**config.mk**
```make
export PLATFORM = sky130hd
export DESIGN_NAME = cbf_ctrl
export DESIGN_NICKNAME = d
export VERILOG_FILES = /design/src/hw/rtl/cbf_pkg.sv /design/src/hw/rtl/cbf_ctrl.sv
export SDC_FILE = /design/constraint.sdc
export NUM_CORES = 1
export LEC_CHECK = 0
export BUFFER_PORTS_ARGS = -buffer_cell sky130_fd_sc_hd__buf_2
export CORE_AREA = 2 2 39 41
export CTS_CLUSTER_SIZE = 25
export DETAILED_ROUTE_END_ITERATION = 10
export DIE_AREA = 0 0 41 43
export PLACE_DENSITY_LB_ADDON = 0.15
export SYNTH_ARGS = -nofsm -noshare
export SYNTH_HDL_FRONTEND = slang
export SYNTH_SLANG_ARGS = --single-unit
```
**constraint.sdc**
```tcl
create_clock -name clk -period 1.1 [get_ports clk]
set_clock_uncertainty 0.1 [all_clocks]
set_input_delay 0.055 -clock clk [delete_from_list [all_inputs] [get_ports clk]]
set_output_delay 0.055 -clock clk [all_outputs]
set_load 0.03 [all_outputs]
```
**src/hw/rtl/cbf_pkg.sv**
```systemverilog
// Shared types and constants for the counting Bloom filter.
// Used by cbf_ctrl, cbf_dpath and counting_bloom_filter_unit.
package cbf_pkg;

	localparam int SLOTS_DEF       = 65536;
	localparam int HASHES_DEF      = 4;
	localparam int COUNTER_MAX_DEF = 255;

	localparam int CTR_W  = 8;
	localparam int STAT_W = 64;
	localparam int USED_W = 17;
	localparam int KEY_W  = 64;

	typedef enum logic [1:0] {
		CMD_QUERY  = 2'd0,
		CMD_INSERT = 2'd1,
		CMD_DELETE = 2'd2,
		CMD_CLEAR  = 2'd3
	} cmd_t;

	typedef struct packed {
		cmd_t             cmd;
		logic [KEY_W-1:0] key_hash;
	} req_t;

	typedef struct packed {
		logic              maybe_present;
		logic [STAT_W-1:0] query_count;
		logic [STAT_W-1:0] rejected_count;
		logic [STAT_W-1:0] saturated_count;
		logic [USED_W-1:0] used_slots;
	} rsp_t;

	// Controller to datapath
	typedef struct packed {
		logic start;   // latch the accepted request
		logic issue;   // read the next slot of the request
		logic sweep;   // zero one slot of the clearing pass
		logic finish;  // fold the totals and load the response
	} dp_cmd_t;

	// Datapath to controller
	typedef struct packed {
		logic sweep_last;
	} dp_sts_t;

endpackage

```
**src/hw/rtl/cbf_ctrl.sv**
```systemverilog
// Sequencer for the counting Bloom filter: handshakes and slot stepping.
// Depends on cbf_pkg.
module cbf_ctrl import cbf_pkg::*; #(
	parameter int HASHES = HASHES_DEF
) (
	input  logic    clk,
	input  logic    arst_n,
	input  logic    req_valid,
	output logic    req_stall,
	input  cmd_t    req_cmd,
	output logic    rsp_valid,
	input  logic    rsp_stall,
	output dp_cmd_t dp_cmd,
	input  dp_sts_t dp_sts
);

	localparam int IW = (HASHES > 1) ? $clog2(HASHES) : 1;

	typedef enum logic [2:0] {
		ST_INIT,
		ST_IDLE,
		ST_ISSUE,
		ST_DRAIN,
		ST_CLEAR,
		ST_DONE
	} state_t;

	state_t        state_q;
	logic [IW-1:0] cnt_q;
	logic          rsp_valid_q;
	logic          accept;
	logic          out_free;

	assign req_stall = (state_q != ST_IDLE);
	assign accept    = req_valid && (state_q == ST_IDLE);
	assign out_free  = !rsp_valid_q || !rsp_stall;
	assign rsp_valid = rsp_valid_q;

	always_comb begin
		dp_cmd        = '0;
		dp_cmd.start  = accept;
		dp_cmd.issue  = (state_q == ST_ISSUE);
		dp_cmd.sweep  = (state_q == ST_INIT) || (state_q == ST_CLEAR);
		dp_cmd.finish = (state_q == ST_DONE) && out_free;
	end

	always_ff @(posedge clk or negedge arst_n) begin
		if (!arst_n) begin
			state_q     <= ST_INIT;
			cnt_q       <= '0;
			rsp_valid_q <= 1'b0;
		end else begin
			if (dp_cmd.finish) begin
				rsp_valid_q <= 1'b1;
			end else if (!rsp_stall) begin
				rsp_valid_q <= 1'b0;
			end
			unique case (state_q)
				ST_INIT: begin
					if (dp_sts.sweep_last) begin
						state_q <= ST_IDLE;
					end
				end
				ST_IDLE: begin
					cnt_q <= '0;
					if (accept) begin
						state_q <= (req_cmd == CMD_CLEAR) ? ST_CLEAR : ST_ISSUE;
					end
				end
				ST_ISSUE: begin
					cnt_q <= cnt_q + IW'(1);
					if (cnt_q == IW'(HASHES - 1)) begin
						state_q <= ST_DRAIN;
					end
				end
				ST_DRAIN: begin
					state_q <= ST_DONE;
				end
				ST_CLEAR: begin
					if (dp_sts.sweep_last) begin
						state_q <= ST_DONE;
					end
				end
				ST_DONE: begin
					if (out_free) begin
						state_q <= ST_IDLE;
					end
				end
				default: begin
					state_q <= ST_IDLE;
				end
			endcase
		end
	end

endmodule

```
# Word level (Yosys, flattened, before mapping)

Index checks and enable logic that the tools add are counted.

Register bits after elaboration: 6
Latch bits: 0
Memory bits (writable): 0
Memory bits (read-only): 0
Input port bits: 7
Output and inout bits: 6
Word-level logic and storage cells: 37
Memories kept: 0

Add/sub/neg operators: 1
$mul: 0
Div/mod/pow operators: 0
$lt $le $gt $ge: 0
Eq/ne operators: 14
Shift-type cells: 0
Multiplexer cells: 10
Bitwise gates (word level): 0
Reductions and logical operators: 9

Operators with widths:

| kind                | number |
|---|---|
| $mux 3              | 6 |
| $pmux 3 s6          | 1 |
| $ne 2x2->1 const B  | 4 |
| $eq 3x2->1 const B  | 2 |
| $eq 3x3->1 const B  | 2 |
| $reduce_and 5->1    | 1 |
| $eq 2x2->1 const B  | 2 |
| $ne 2x1->1 const B  | 2 |
| $pmux 2 s2          | 1 |
| $eq 3x1->1 const B  | 1 |
| $logic_not 3->1     | 1 |
| $ne 3x1->1 const B  | 1 |
| $add 2x1->2 const B | 1 |
| $logic_and 1x1->1   | 2 |
| $logic_not 1->1     | 2 |
| $logic_or 1x1->1    | 2 |
| $mux 1              | 2 |
| $reduce_bool 2->1   | 1 |

# Logic depth before layout (Yosys ltp)

Depth after elaboration: 4
Depth in mapped cells: 4
Depth with buffers taken out: 3

# Worst setup path after synthesis

Ideal clock, no wire load.

Kind: reg2reg
Start: register state_q[0]
End: register state_q[1]
Library setup time: 0.066 ns
Arrival time: 1.230 ns
Data required time: 0.934 ns
Path slack: -0.296 ns
Cell stages (with the launch flop): 5
Buffers on the path: 1
Period minus slack after synthesis: 1.396 ns
Cells stage by stage: dfrtp_1 buf_4 nand2b_1 nor2_1 a21o_1

RTL lines:

| item                   | RTL line       | RTL |
|---|---|---|
| start, declared        | cbf_ctrl.sv:28 | `state_t state_q;` |
| start signal, assigned | cbf_ctrl.sv:67 | `state_q <= (req_cmd == CMD_CLEAR) ? ST_CLEAR : ST_ISSUE;` |

==> flow_summary.ini <==
[outcome]
outcome = finished, violations left
violations = negative setup slack

[cts]
cts_num_sinks = 6
clk_pin_slew_ns = 0.04
insertion_delay_ns = 0.24
cts_buffers = 3
cts-root-buf = clkbuf_4
cts_tree = yes
ctsLongestPathBuffers = 2
htreeDepth = 1

[setup_path]
r2r_setup_slack_ns = -0.29
cp-end-kind = output port
r2r_end = state_q[0]
crit_required_ns = 0.94
reg2regPathDepth = 5
start_kind = flop
critical_path.max_fanout = 3
critPathArrivalTime_ns = 1.29
startpoint = state_q[1]
r2r-start = state_q[1]
crit_type = reg2out

[floorplanning]
rows = 14
core_mm2 = 0.001384
chipWidth_um = 41
dieArea_mm2 = 0.001763
initial_core_util_pct = 25.05
io_pins = 13
die_h_um = 43

[logic_synthesis]
ys_warn_count = 0
synth-seq-cells = 6
synth_top_area_share_pct = 43.32
synthTopCellsByArea = dfrtp_1, a311oi_1, o311ai_0
async_flop_share_pct = 100.0
synth_cell_types = 19
synth_common_cells = dfrtp_1, nand2_1, nor3_1, o21ai_0
synth.most_common_cell = dfrtp_1
synthFlopType = dfrtp_1
avgSynthCellArea_um2 = 9.367
seq_area_frac_synth_pct = 43.32
synth.net_count = 45
syn_inst = 37
synth_area_um2 = 346.6
yosysTopAreaCell = dfrtp_1
synth-edff-count = 0

[final_layout]
finalNonFillerCells = 79
area_growth_pct = 87.00
n_antenna_cell = 0
layout.nets = 73
drive_gt1_share_pct = 61.90

[min_path]
hold_path_class = in2reg
min_path_cells = 3
timing.hold.worst.start = req_cmd[1]
min_to = state_q[1]

[place]
gp_congestion = 0.6652
dp_cells = 68
port_buffers = 12
place.detailed.hpwl_um = 756.1

[global_routing]
grt_start_max_net_pins = 12
gr-usage-all-layers_pct = 16.50
first_global_vias = 429
grt_overflow_total = 0
grt_first_pass_wirelength_um = 1932
antenna_found_initial = 0

[routing]
drc = 0
via_per_inst = 4.861
antenna_left = 0
vias = 384
routed_wl_um = 1116
first_pass_iters = 3
routedWlPerCell_um = 14.13
drt_iter0_drc = 6

[pwr]
power.share.sequential_pct = 20.1
leakagePower_nw = 0.3138
pwr-share-clk_pct = 11.2
p_sw_share_pct = 44.00
peakVddDrop_mv = 0.9406
p_sw_uw = 792.6
cellInternalPower_mw = 1.009
combPwrFrac_pct = 68.7
powerDensity_mw_per_mm2 = 2779

[timing]
setup_viol = 10
hold_violations = 0
slew_viol_final = 0
rsz0062_at_grt = true
timing.fmax_mhz = 690.4
max_slew_margin_pct = 85.12
fin_ws_ns = -0.3484
finalSetupTns_ns = -2.138
period_needed_ns = 1.448
worst-slew-pin-transition_ns = 0.2217
fin_crit_sh_pct = 131.7

[flow_run]
max_cap_violations = 0
-- power by group through the flow --
stage                     logic (mW)  registers (mW)  clock network [mW]
after floorplan                0.619           0.376                   0
after global placement         0.856           0.348                   0
after detailed placement       0.865           0.359                   0
after CTS                       1.18           0.357               0.215
after global routing            1.32           0.372               0.232
final                           1.24           0.361               0.203
-- what timing repair did --
item | in CTS | in global routing
hold endpoints to repair | 7 | 0
pin swaps | 5 | 6
hold buffers | 2 | 0
setup endpoints to repair | 10 | 10
setup buffers | 6 | 1
gates resized for setup | 23 | 4
-- layout make-up --
class / instances / area, um2
clock buffer: 3 / 22.52
fill: 136 / 735.7
inverter: 2 / 7.507
multi-input combinational: 25 / 222.7
sequential: 6 / 150.1
tap: 16 / 20.02
timing repair buffer: 27 / 225.2
-- state kept, by name, summed over array words and instances, names as in the netlist --
signal,flops
rsp_valid,1
cnt_q,2
state_q,3
-- cells in the final DEF (no fill, tap or decap), drive strengths merged, types with 2 or more instances in the layout --
cell type,synthesis,routed
a311oi,2,2
buf,3,25
clkbuf,1,3
dfrtp,6,6
dlygate4sd3,0,2
inv,2,2
nand2,4,4
nand3,2,2
nor2,3,3
nor3,3,3
o21ai,3,3
o311ai,2,2
-- critical path: stages, from the launching register on --
cell     delay [ns]
dfrtp_1        0.39
or3b_4         0.43
nor2_4         0.10
buf_6          0.13
-- per-layer routing --
metal / GRT usage, % / vias to the layer above / wire [um]
met5: 0 / - / 0
met4: 10.00 / 0 / 26
met3: 3.141 / 4 / 35
met2: 26.25 / 8 / 618
met1: 19.14 / 186 / 435
li1: - / 186 / -
-- per-stage QoR --
step | hold WS [ns] | worst slack (ns) | utilization [%] | power [mW] | area, um2
after floorplan | -0.3406 | -0.2338 | - | 0.9946 | 372.9
after global routing | 0.04204 | -0.3874 | 46.84 | 1.919 | 648.1
after global placement | -0.2143 | -0.1362 | 34.00 | 1.204 | 470.5
after detailed placement | -0.2104 | -0.2140 | 34.00 | 1.225 | 470.5
final | 0.03112 | -0.3484 | 46.84 | 1.801 | 648.1
after CTS | 0.02896 | -0.3605 | 45.48 | 1.749 | 629.4
-- kinds of logic after synthesis --
family,Yosys count,synth area share (%)
flip-flops,6,43.32
AO/OA/AOI/OAI,9,18.05
adder cells (fa/ha/maj),1,3.610
AND/OR/NAND/NOR,15,24.19
buffers and inverters,6,10.83
-- worst max path at each step --
| stage | to | slack (ns) | cells after the start |
|---|---|---|---|
| global placement | cnt_q[1] | -0.14 | 3 |
| global route | dp_cmd[3] | -0.39 | 3 |
| floorplan | dp_cmd[3] | -0.23 | 4 |
| finish | dp_cmd[3] | -0.35 | 3 |
| CTS | dp_cmd[3] | -0.36 | 3 |
| detailed placement | cnt_q[1] | -0.21 | 3 |
No activity file was read; power rests on OpenSTA's default activity.
